File: src/rtl/core/ffra_rndup.sv
// ----------------------------------------------------------------------------
// ffra_rndup
// Rounds an address up to a multiple of a 16-bit alignment. The remainder is
// found by a restoring divider, one dividend bit per cycle.
// ----------------------------------------------------------------------------
module ffra_rndup #(
    parameter int WW = 34
) (
    input  logic          i_clk,
    input  logic          i_rst_n,
    input  logic          i_start,
    input  logic [WW-1:0] i_value,
    input  logic [15:0]   i_align,
    output logic          o_done,
    output logic [WW-1:0] o_value
);
    localparam int CW = $clog2(WW + 1);

    logic          r_busy, n_busy;
    logic          r_done, n_done;
    logic [CW-1:0] r_cnt, n_cnt;
    logic [WW-1:0] r_val, n_val;
    logic [WW-1:0] r_src, n_src;
    logic [15:0]   r_rem, n_rem;
    logic [15:0]   r_align, n_align;
    logic [16:0]   rem_sh;

    // one restoring step per cycle
    always_comb begin
        n_busy  = r_busy;
        n_done  = 1'b0;
        n_cnt   = r_cnt;
        n_val   = r_val;
        n_src   = r_src;
        n_rem   = r_rem;
        n_align = r_align;
        rem_sh  = {r_rem, r_val[WW-1]};
        if (i_start) begin
            n_busy  = 1'b1;
            n_cnt   = CW'(WW);
            n_val   = i_value;
            n_src   = i_value;
            n_rem   = '0;
            n_align = i_align;
        end else if (r_busy) begin
            if (rem_sh >= {1'b0, r_align}) begin
                rem_sh = rem_sh - {1'b0, r_align};
            end
            n_rem = rem_sh[15:0];
            n_val = {r_val[WW-2:0], 1'b0};
            n_cnt = r_cnt - CW'(1);
            if (r_cnt == CW'(1)) begin
                n_busy = 1'b0;
                n_done = 1'b1;
            end
        end
    end

    always_ff @(posedge i_clk) begin
        if (!i_rst_n) begin
            r_busy <= 1'b0;
            r_done <= 1'b0;
            r_cnt  <= '0;
        end else begin
            r_busy <= n_busy;
            r_done <= n_done;
            r_cnt  <= n_cnt;
        end
        r_val   <= n_val;
        r_src   <= n_src;
        r_rem   <= n_rem;
        r_align <= n_align;
    end

    assign o_done  = r_done;
    assign o_value = (r_rem == 16'd0) ? r_src : r_src + WW'(r_align - r_rem);
endmodule

File: config.mk
export PLATFORM = sky130hd
export DESIGN_NAME = ffra_rndup
export DESIGN_NICKNAME = d
export VERILOG_FILES = /design/src/rtl/core/ffra_rndup.sv
export SDC_FILE = /design/constraint.sdc
export NUM_CORES = 1
export LEC_CHECK = 0
export BUFFER_PORTS_ARGS = -buffer_cell sky130_fd_sc_hd__buf_2
export CAP_MARGIN = 15
export CORE_ASPECT_RATIO = 2
export CORE_MARGIN = 5
export CORE_UTILIZATION = 30
export CTS_BUF_LIST = sky130_fd_sc_hd__clkbuf_8
export CTS_CLUSTER_DIAMETER = 50
export DETAILED_ROUTE_END_ITERATION = 8
export HOLD_SLACK_MARGIN = 0.15
export MAX_ROUTING_LAYER = met4
export PLACE_DENSITY_LB_ADDON = 0.08
export SLEW_MARGIN = 0
export SYNTH_ARGS = -nofsm -noshare
export SYNTH_HDL_FRONTEND = slang
export SYNTH_SLANG_ARGS = --single-unit
File: constraint.sdc
create_clock -name i_clk -period 4.65 [get_ports i_clk]
set_input_delay 0.93 -clock i_clk [delete_from_list [all_inputs] [get_ports i_clk]]
set_output_delay 0.93 -clock i_clk [all_outputs]
set_load 0.02 [all_outputs]
==> flow_summary.toml <==
[clocking]
clk_pin_slew_ps = 110
clock_path_buffers = 2
clk_latency_ps = 440
h-tree-depth = 3
tritoncts = "yes"
clock_sinks = 108
numCtsBuffers = 9
cts_root_buf = "clkbuf_8"

[routing]
drtIter0Drc = 279
drt_wl_total_mm = 23.8
ant_nets = 0
viasPerCell = 4.90
wl_per_cell_um = 16.6
drc = 0
first_pass_iters = 4
num_vias = 7049

[cells_and_area]
antenna_cells = 0
finish.utilization_pct = 43.3
syn2layout_area_growth_pct = 43.5
final_design_area_no_fill_um2 = 11300
drive_gt1_share_pct = 43.5
regArea_um2 = 3010
final_common_cell = "buf_4"
nFillCells = 2653
fin_nets = 1214
multiInputGateArea_um2 = 5360
layout_common_cells = "211 x buf_4, 84 x edfxtp_1, 63 x nand2_1"
final-instance-count-excl-fill = 1440

[sta]
fin_crit_ps = 5480
fin_ws_ps = -828
drv_slew = 0
rsz0062_at_grt = "yes"
fmax_mhz = 183
fin_skew_ps = 17.8
maxSlewHeadroom_pct = 37.3
fin_crit_sh_pct = 118
setup_viol = 26
hold_violations = 0
tightest_slew_ps = 940

[yosys]
syn_inst = 818
synth_top_area_share_pct = 32.1
async_flop_share_pct = 0
synth_top_area_cell = "edfxtp_1"
synth_ff_type = "edfxtp_1"
synthDistinctLibCells = 74
syn-num-nets = 941
yosysWarnings = 0
synth_edf_count = 84
synth_seq_cells = 108
syn_area_per_cell_um2 = 9.61
synthTopCellsByArea = "edfxtp_1 32%, ha_1 11%, dfxtp_1 6.1%"
seq_area_frac_synth_pct = 38.2
syn_area_um2 = 7860

[global_routing]
met3_usage_pct = 2.55
grt_antenna_before_repair = 0
first_global_vias = 7184
grt-busiest-layer = "met2"
grt_max_degree = 88
gr-usage-met2_pct = 26.7
met1_usage_pct = 21.0
grt_overflow = 0
track_usage_pct = 16.4
grt_first_pass_wirelength_mm = 37.7

[outcome]
failed_checks = "negative setup slack"
outcome = "finished with violations"

[worst_setup_path]
cpPeakStageDelay_ps = 430
critical_path_class = "register to output pin"
crit_slowest_cell = "edfxtp_1"
worstPathArrival_ps = 4550
rrSetupSlack_ps = 1490
endpoint_kind = "output pin"
path_cells = "ha_1, nor2b_1, o21ai_2, a21boi_2, o211ai_1, a211oi_2, nor2_1, o21ai_0, xnor2_1, ha_1, a21oi_2, o21ai_2, a221o_1, nand4_1, o21a_2, o21ai_4, buf_4, buf_4, a311oi_2, buf_4"
critPathRequiredTime_ps = 3720
crit_fanout = 3
timing.rr.start = "r_align[1]"
reg2reg_depth = 11
critical_path.most_common_cell = "buf_4"
start_kind = "register"
r2r_end = "r_rem[0]"

[hold_path]
hold_depth = 2
holdPathEnd = "r_rem[13]"
hold_path_class = "register to register"
worstHoldStart = "r_rem[13]"

[pwr]
ir_drop_mv = 0.283
p_per_area_nw_per_um2 = 440
leakage_nw = 4.78

[die]
io_pins = 88
start_util_pct = 30.2
die_area_um2 = 29700
die_w_um = 124
num_rows = 84
dieHeight_um = 239
fp.coreArea_um2 = 26100

[placed_design]
portBuffers = 87
placed_cell_area_um2 = 9910
gp_congestion = 0.847
dp_cells = 1383
dpl.hpwl_mm = 17.8

[job]
cap_viol_max_count = 0
logic make-up (layout without fill, tap and decap cells):
kind of cell	Yosys count	after routing	share of synthesized area, %
mux	48	48	6.67
simple gates	222	222	13.3
buf+inv	77	355	3.91
compound gates	237	237	20.3
flops	108	108	38.2
xor+xnor	56	56	6.24
fa+ha+maj	70	70	11.4
repair_timing:
item,in CTS,in global routing
resized for setup,126,50
pin swaps,52,43
buffers inserted,31,13
endpoints found under the setup margin,27,27
hold buffers,0,0
worst max-delay path by stage:
stage | to | slack (ps) | depth (start not counted) | startpoint
global placement | o_value[33] | -580 | 18 | r_align[0]
CTS | o_value[33] | -890 | 20 | r_align[0]
detailed placement | o_value[30] | -520 | 18 | r_align[0]
global route | o_value[33] | -1060 | 20 | r_align[0]
floorplan | o_value[30] | -30 | 20 | r_align[0]
finish | o_value[32] | -830 | 20 | r_align[1]
critical path: cells and delay by family, from the launching register on:
kind	cells	cell delay [ps]
buf+inv	3	450
flops	1	430
xor+xnor	1	330
compound gates	11	1910
fa+ha+maj	2	610
simple gates	3	390
cell usage after synthesis (5+ instances only):
library cell and instances:
clkbuf_1 17, nand4_1 11, o211ai_1 5, dfxtp_1 24, a31oi_1 6, nor4_1 6, xor2_1 19, nand2_1 69
a21o_1 25, a211oi_1 20, nor2b_1 9, nand3_1 9, o31ai_1 5, nor3_1 14, and3_1 5, o21bai_1 9
nor2_1 71, nand2b_1 7, o21ai_0 43, buf_1 5, edfxtp_1 84, o21a_1 12, a21oi_1 70, mux2_2 35
inv_1 50, xnor2_1 37, mux2i_1 13, ha_1 67
metrics by stage:
| step | hold slack [ps] | power (W) | setup WS (ps) | TNS, ps |
|---|---|---|---|---|
| floorplan | 491 | 0.00268 | -33.3 | -33.3 |
| global placement | 504 | 0.00370 | -576 | -7010 |
| detailed placement | 499 | 0.00370 | -515 | -6870 |
| CTS | 518 | 0.00480 | -886 | -15110 |
| global route | 557 | 0.00530 | -1060 | -22030 |
| finish | 512 | 0.00496 | -828 | -14790 |
area by class of cell:
class | instances | share of cell area, %
clock buffers | 9 | 1.10
repair buffers | 287 | 18.5
flip-flops and latches | 108 | 26.6
well taps | 344 | 3.81
inverters | 52 | 1.73
clock inverters | 7 | 0.732
multi-input cells | 633 | 47.5
per-layer routing:
metal	wire length (um)	vias up
met3	720	24
met5	0	-
met1	11100	3347
met4	470	0
met2	11500	118
li1	-	3560
sequential cells by signal, indices dropped and copies added, names as in the netlist:
name     flops
r_busy       1
r_cnt        6
r_src       34
r_align     16
r_rem       16
r_val       34
o_done       1
power by group:
part / internal [W] / switching (W) / leakage (nW) / total (W)
Clock: 0.000258 / 0.000388 / 0.104 / 0.000647
Sequential: 0.00114 / 0.0000530 / 1.03 / 0.00119
Combinational: 0.00154 / 0.00159 / 3.64 / 0.00313
Note: power is estimated with default switching activity, not from simulation.
