==> config.mk <==
export PLATFORM = sky130hd
export DESIGN_NAME = ffra_regs
export DESIGN_NICKNAME = d
export VERILOG_FILES = /design/src/rtl/core/ffra_pkg.sv /design/src/rtl/core/ffra_regs.sv
export SDC_FILE = /design/constraint.sdc
export NUM_CORES = 1
export LEC_CHECK = 0
export ABC_AREA = 1
export BUFFER_PORTS_ARGS = -buffer_cell sky130_fd_sc_hd__buf_2
export CORE_MARGIN = 3
export CORE_UTILIZATION = 51
export DETAILED_ROUTE_END_ITERATION = 8
export GPL_TIMING_DRIVEN = 0
export PLACE_DENSITY = 0.9
export SYNTH_ARGS = -nofsm -noshare
export SYNTH_HDL_FRONTEND = slang
export SYNTH_SLANG_ARGS = --single-unit
==> constraint.sdc <==
create_clock -name i_clk -period 1.5 [get_ports i_clk]
set_clock_uncertainty 0.15 [all_clocks]
set_input_delay 0.075 -clock i_clk [delete_from_list [all_inputs] [get_ports i_clk]]
set_output_delay 0.075 -clock i_clk [all_outputs]
set_load 0.01 [all_outputs]
==> src/rtl/core/ffra_pkg.sv <==
// ----------------------------------------------------------------------------
// ffra_pkg
// Shared types and constants of the first-fit region allocator.
// ----------------------------------------------------------------------------
package ffra_pkg;

    // Request opcodes
    localparam logic [1:0] OP_ALLOC   = 2'd0;
    localparam logic [1:0] OP_FREE    = 2'd1;
    localparam logic [1:0] OP_REALLOC = 2'd2;
    localparam logic [1:0] OP_NOP     = 2'd3;

    // Result status codes
    localparam logic [1:0] ST_DONE    = 2'd0;
    localparam logic [1:0] ST_NOSPACE = 2'd1;
    localparam logic [1:0] ST_FULL    = 2'd2;

    // Register map, index = paddr / 4
    localparam int          PADDR_W     = 5;
    localparam logic [2:0] REG_POOL_BASE  = 3'd0;
    localparam logic [2:0] REG_POOL_BYTES = 3'd1;
    localparam logic [2:0] REG_PROT_BYTES = 3'd2;
    localparam logic [2:0] REG_RA_ALIGN   = 3'd3;
    localparam logic [2:0] REG_RA_ALLOWP  = 3'd4;

    localparam logic [31:0] PROTECTED_RESET = 32'd10485760;

    typedef struct packed {
        logic [1:0]  opcode;
        logic [31:0] region_addr;
        logic [31:0] req_size;
        logic        prot_ok;
        logic [15:0] align;
    } t_in_item;

    typedef struct packed {
        logic [31:0] result_addr;
        logic [1:0]  status;
        logic [31:0] copy_src;
        logic [31:0] copy_len;
    } t_out_item;

    // Configuration seen by the core; setup pulses the cycle after a pool write
    typedef struct packed {
        logic [31:0] pool_base;
        logic [31:0] pool_bytes;
        logic [31:0] protected_bytes;
        logic [15:0] realloc_align;
        logic        realloc_prot_ok;
        logic        setup;
    } t_cfg;

endpackage

==> src/rtl/core/ffra_regs.sv <==
// ----------------------------------------------------------------------------
// ffra_regs
// APB configuration registers; flags a pool set-up after a base or size write.
// ----------------------------------------------------------------------------
module ffra_regs import ffra_pkg::*; (
    input  logic               i_clk,
    input  logic               i_rst_n,
    input  logic               psel,
    input  logic               penable,
    input  logic               pwrite,
    input  logic [PADDR_W-1:0] paddr,
    input  logic [31:0]        pwdata,
    output logic [31:0]        prdata,
    output logic               pready,
    output t_cfg               o_cfg
);
    logic [31:0] r_pool_base, r_pool_bytes, r_prot_bytes;
    logic [15:0] r_ra_align;
    logic        r_ra_allowp;
    logic        r_setup;
    logic        wr_en;
    logic [2:0]  reg_idx;

    assign reg_idx = paddr[4:2];
    assign wr_en   = psel && penable && pwrite;
    assign pready  = 1'b1;

    // register writes
    always_ff @(posedge i_clk) begin
        if (!i_rst_n) begin
            r_pool_base  <= '0;
            r_pool_bytes <= '0;
            r_prot_bytes <= PROTECTED_RESET;
            r_ra_align   <= 16'd1;
            r_ra_allowp  <= 1'b0;
            r_setup      <= 1'b0;
        end else begin
            r_setup <= wr_en &&
                       (reg_idx == REG_POOL_BASE || reg_idx == REG_POOL_BYTES);
            if (wr_en) begin
                case (reg_idx)
                    REG_POOL_BASE:  r_pool_base  <= pwdata;
                    REG_POOL_BYTES: r_pool_bytes <= pwdata;
                    REG_PROT_BYTES: r_prot_bytes <= pwdata;
                    REG_RA_ALIGN:   r_ra_align   <= pwdata[15:0];
                    REG_RA_ALLOWP:  r_ra_allowp  <= pwdata[0];
                    default: ;
                endcase
            end
        end
    end

    // read mux
    always_comb begin
        case (reg_idx)
            REG_POOL_BASE:  prdata = r_pool_base;
            REG_POOL_BYTES: prdata = r_pool_bytes;
            REG_PROT_BYTES: prdata = r_prot_bytes;
            REG_RA_ALIGN:   prdata = {16'd0, r_ra_align};
            REG_RA_ALLOWP:  prdata = {31'd0, r_ra_allowp};
            default:        prdata = '0;
        endcase
    end

    assign o_cfg = '{pool_base: r_pool_base, pool_bytes: r_pool_bytes,
                     protected_bytes: r_prot_bytes, realloc_align: r_ra_align,
                     realloc_prot_ok: r_ra_allowp, setup: r_setup};
endmodule

==> results_tabular.tex <==
\begin{tabular}{lr}
\hline
Metric & Value \\
\hline
\multicolumn{2}{l}{\textbf{Status}} \\
\quad Run status & finished, violations left \\
\quad Violations in the final reports & negative setup slack \\
\multicolumn{2}{l}{\textbf{Finish}} \\
\quad Antenna cells & 0 \\
\quad Most frequent standard cell in the layout excluding fill and tap cells & sky130\_fd\_sc\_hd\_\_nand2\_1 \\
\quad Final instance count without filler cells & 1297 \\
\quad Growth of design area from synthesis to finish & 46.2\% \\
\quad Nets@finish & between 1000 and 1500 \\
\quad Most used cells in the layout excluding fill and tap cells & 243 x sky130\_fd\_sc\_hd\_\_nand2\_1, 235 x sky130\_fd\_sc\_hd\_\_nor2\_1, 193 x sky130\_fd\_sc\_hd\_\_buf\_2 \\
\quad Summed area of non-filler cells in the final layout & around 0.0081 mm\^{}2 \\
\quad Fraction of layout instances using a drive strength above 1 & between 20\% and 30\% \\
\multicolumn{2}{l}{\textbf{Logic synthesis}} \\
\quad Cell area after technology mapping & 0.00555 mm\^{}2 \\
\quad Sequential-to-total area share from yosys stat & between 40\% and 50\% \\
\quad Async S/R FF share, synth & 0\% \\
\quad Area share of the largest cell type after synthesis & around 41\% \\
\quad Synthesized netlist net count & slightly above 900 \\
\quad Flip-flop and latch count after synthesis & between 100 and 150 \\
\quad Total of warnings raised by yosys & 0 \\
\quad Count of flip-flops with a built-in enable after synthesis & 0 \\
\quad Gate count of the mapped netlist & 875 \\
\quad Top area cells in the synthesized netlist & sky130\_fd\_sc\_hd\_\_dfxtp\_1 41\%, sky130\_fd\_sc\_hd\_\_nand2\_1 17\%, sky130\_fd\_sc\_hd\_\_nor2\_1 16\% \\
\quad Primary flip-flop cell chosen by synthesis mapping & sky130\_fd\_sc\_hd\_\_dfxtp\_1 \\
\quad Mean instance size in the synthesized netlist & between 6 and 7 um\^{}2 \\
\quad Library cells used by synthesis & 20 \\
\quad Cell taking the most area after synthesis & sky130\_fd\_sc\_hd\_\_dfxtp\_1 \\
\multicolumn{2}{l}{\textbf{Placement}} \\
\quad Detailed-placement wirelength estimate & 12800 um \\
\quad Dpl cell area & $\sim$0.0066 mm\^{}2 \\
\quad Number of input and output port buffers inserted & roughly 180 \\
\quad Last weighted congestion value of the routability-driven placer & between 0.9 and 1 \\
\quad Number of placed instances with taps included & $\sim$1200 \\
\quad Pre-CTS setup slack & -0.126 ns \\
\multicolumn{2}{l}{\textbf{Timing}} \\
\quad Min Hold Slack & between 0.02 and 0.03 ns \\
\quad Final-report hold violation count & 0 \\
\quad Final-report setup violation count & 11 \\
\quad Final worst-path cycle share & 105\% \\
\quad Worst-Margin Slew & approximately 0.61 ns \\
\quad Highest clock rate & about 0.63 GHz \\
\quad Unrepaired setup endpoints after global routing & true \\
\quad Final-report max-slew violation count & 0 \\
\quad Fin crit period & $\sim$1.6 ns \\
\quad Worst Setup Slack, final & -0.0779 ns \\
\quad Max\_slew headroom & between 50\% and 60\% \\
\multicolumn{2}{l}{\textbf{Clocking}} \\
\quad Clock tree from TritonCTS & built \\
\quad Clock root buffer master & sky130\_fd\_sc\_hd\_\_clkbuf\_8 \\
\quad TritonCTS Buffers & 17 \\
\quad Clock network latency to the later pin of the worst-skew pair & $\sim$0.52 ns \\
\quad Clock tree buffer depth & 2 \\
\quad Maximum level of the CTS H-tree & 4 \\
\quad Clock Sinks & between 100 and 150 \\
\quad Post-CTS clock slew at the launch and capture registers of the worst setup and hold paths & around 0.060 ns \\
\multicolumn{2}{l}{\textbf{Setup path}} \\
\quad Worst setup EP type & primary output \\
\quad Reg-to-Reg Start & r\_prot\_bytes[23] \\
\quad Register-to-register path setup slack & 0.19 ns \\
\quad Startpoint kind of the worst setup timing path & flip-flop \\
\quad Required time of the critical path & between 1 and 1.5 ns \\
\quad Classification of the worst setup path & flip-flop to primary output \\
\quad Reg2Reg Capture Point & r\_prot\_bytes[23] \\
\quad Largest fanout on the critical path & 3 \\
\quad Number of cells on the worst reg-to-reg path & 3 \\
\quad Worst path arrival time & between 1 and 1.5 ns \\
\multicolumn{2}{l}{\textbf{Pwr}} \\
\quad Leakage power total & between 4 and 5 nW \\
\quad Sw Share & 25.9\% \\
\quad Comb pwr share & approximately 10\% \\
\quad VDD IR-drop max & between 0.6 and 0.7 mV \\
\quad PD cells & approximately 1000 mW/mm\^{}2 \\
\quad Switching power & about 2.1 mW \\
\quad Clock network fraction of design power & 51.6\% \\
\quad Seq pwr share & between 30\% and 40\% \\
\quad Design internal power & 5.99 mW \\
\multicolumn{2}{l}{\textbf{GRT}} \\
\quad Maximum number of pins on one net before global-route repair & 17 \\
\quad Leftover overflow at the end of global routing & 0 \\
\quad Via count of the first global-routing pass & about 6500 \\
\quad Wire length of the first global-routing pass & about 32000 um \\
\quad Initial antenna violation count & 0 \\
\quad GR Util All Layers & roughly a third \\
\multicolumn{2}{l}{\textbf{Drt}} \\
\quad Total number of vias & 7062 \\
\quad Detailed-routing iteration count for the pre-antenna-repair pass & 8 \\
\quad DRC violations left & 0 \\
\quad Initial DRC count & 786 \\
\quad Wirelength, routed & about 22000 um \\
\quad Average wire per standard cell & around 17 um \\
\quad Routed vias/inst & between 5 and 6 \\
\quad Remaining antenna violation count & 0 \\
\multicolumn{2}{l}{\textbf{Die}} \\
\quad Initial standard-cell utilization of the core & a little over half \\
\quad Count of pins on the block boundary & between 150 and 200 \\
\quad Placement Rows & 37 \\
\quad Placeable core region & $\sim$0.010 mm\^{}2 \\
\quad Die Ht & about 110 um \\
\quad Die area & between 0.01 and 0.015 mm\^{}2 \\
\quad Horiz. Die Dim & between 100 and 150 um \\
\multicolumn{2}{l}{\textbf{Flow run}} \\
\quad Number of max-capacitance violations reported & 0 \\
\multicolumn{2}{l}{\textbf{Hold path}} \\
\quad Start point of the worst min-delay path & i\_rst\_n \\
\quad Hold worst-path end & r\_pool\_base[13] \\
\quad Worst Hold Path Cells & 4 \\
\quad Class of the worst hold path & input pin to flip-flop \\
\hline
\end{tabular}
## flip-flops by register name (all words and copies together), names as in the netlist
| register | count |
|---|---|
| r_ra_allowp | 1 |
| r_setup | 1 |
| r_ra_align | 16 |
| r_prot_bytes | 32 |
| r_pool_bytes | 32 |
| r_pool_base | 32 |
## logic make-up after synthesis
| family | count (synthesis) | share of synthesized area [%] |
|---|---|---|
| compound gates | 17 | 1.53 |
| buf+inv | 128 | 11.7 |
| flops | 114 | 41.2 |
| other cells | 1 | 0.0676 |
| simple gates | 615 | 45.5 |
## layer usage
| layer | wire (um) | global-route usage [%] |
|---|---|---|
| met2 | 10500 | 56.8 |
| met1 | 7900 | 40.6 |
| met4 | 937 | 19.3 |
| met3 | 2570 | 9.26 |
| met5 | 0 | 0 |
## power groups by stage
stage / sequential, mW / clock (mW) / combinational [mW]
detailed placement: 3.16 / 0 / 0.603
global route: 3.11 / 4.29 / 0.861
global placement: 3.16 / 0 / 0.593
CTS: 3.10 / 4.15 / 0.735
finish: 3.10 / 4.17 / 0.805
floorplan: 3.18 / 0 / 0.358
## metrics by stage
stage          setup TNS (ns)  utilization (%)  power [mW]
2_1_floorplan               0                -        3.54
3_3_place_gp           -0.693             63.3        3.76
3_5_place_dp           -0.918             63.3        3.77
4_1_cts               -0.0415             75.6        7.98
5_1_grt                 -1.41             77.5        8.26
6_report               -0.274             77.5        8.08
## critical path, stage by stage, from the launching register on
cell	delay [ns]
sky130_fd_sc_hd__dfxtp_1	0.39
sky130_fd_sc_hd__nand2_1	0.08
sky130_fd_sc_hd__nand2_1	0.09
sky130_fd_sc_hd__inv_1	0.05
sky130_fd_sc_hd__nand2_1	0.09
sky130_fd_sc_hd__buf_2	0.14
## synth_stat cells, types with 3 or more instances
master                       n
sky130_fd_sc_hd__a21oi_1    16
sky130_fd_sc_hd__buf_1      11
sky130_fd_sc_hd__buf_2      18
sky130_fd_sc_hd__buf_4      15
sky130_fd_sc_hd__buf_6      12
sky130_fd_sc_hd__clkbuf_1    3
sky130_fd_sc_hd__dfxtp_1   114
sky130_fd_sc_hd__inv_1      67
sky130_fd_sc_hd__nand2_1   246
sky130_fd_sc_hd__nand3_1   117
sky130_fd_sc_hd__nor2_1    240
sky130_fd_sc_hd__nor2_4      5
## area by class of cell
class                   count  area [um^2]
repair buffers            254         1640
plain buffers              59          439
multi-input cells         633         2660
clock inverters            14          178
flip-flops and latches    114         2320
fillers                   681         2360
inverters                  69          267
well taps                 136          170
clock buffers              18          428
## how the worst max path moves through the flow
stage	cells after the start	start	endpoint
2_1_floorplan	9	paddr[3]	prdata[5]
3_3_place_gp	8	paddr[4]	prdata[1]
3_5_place_dp	8	paddr[4]	prdata[5]
4_1_cts	5	r_ra_align[5]	prdata[5]
5_1_grt	5	r_ra_align[5]	prdata[5]
6_report	5	r_prot_bytes[5]	prdata[5]
## what timing repair did
action                                  CTS  global route
endpoints found under the setup margin   31            46
resized for setup                        17            61
buffers inserted                          6             7
hold buffers                             58             1
endpoints found under the hold margin   114             1
cloned                                    0             1
pin swaps                                 3            22
Note: power is estimated with default switching activity, not from simulation.
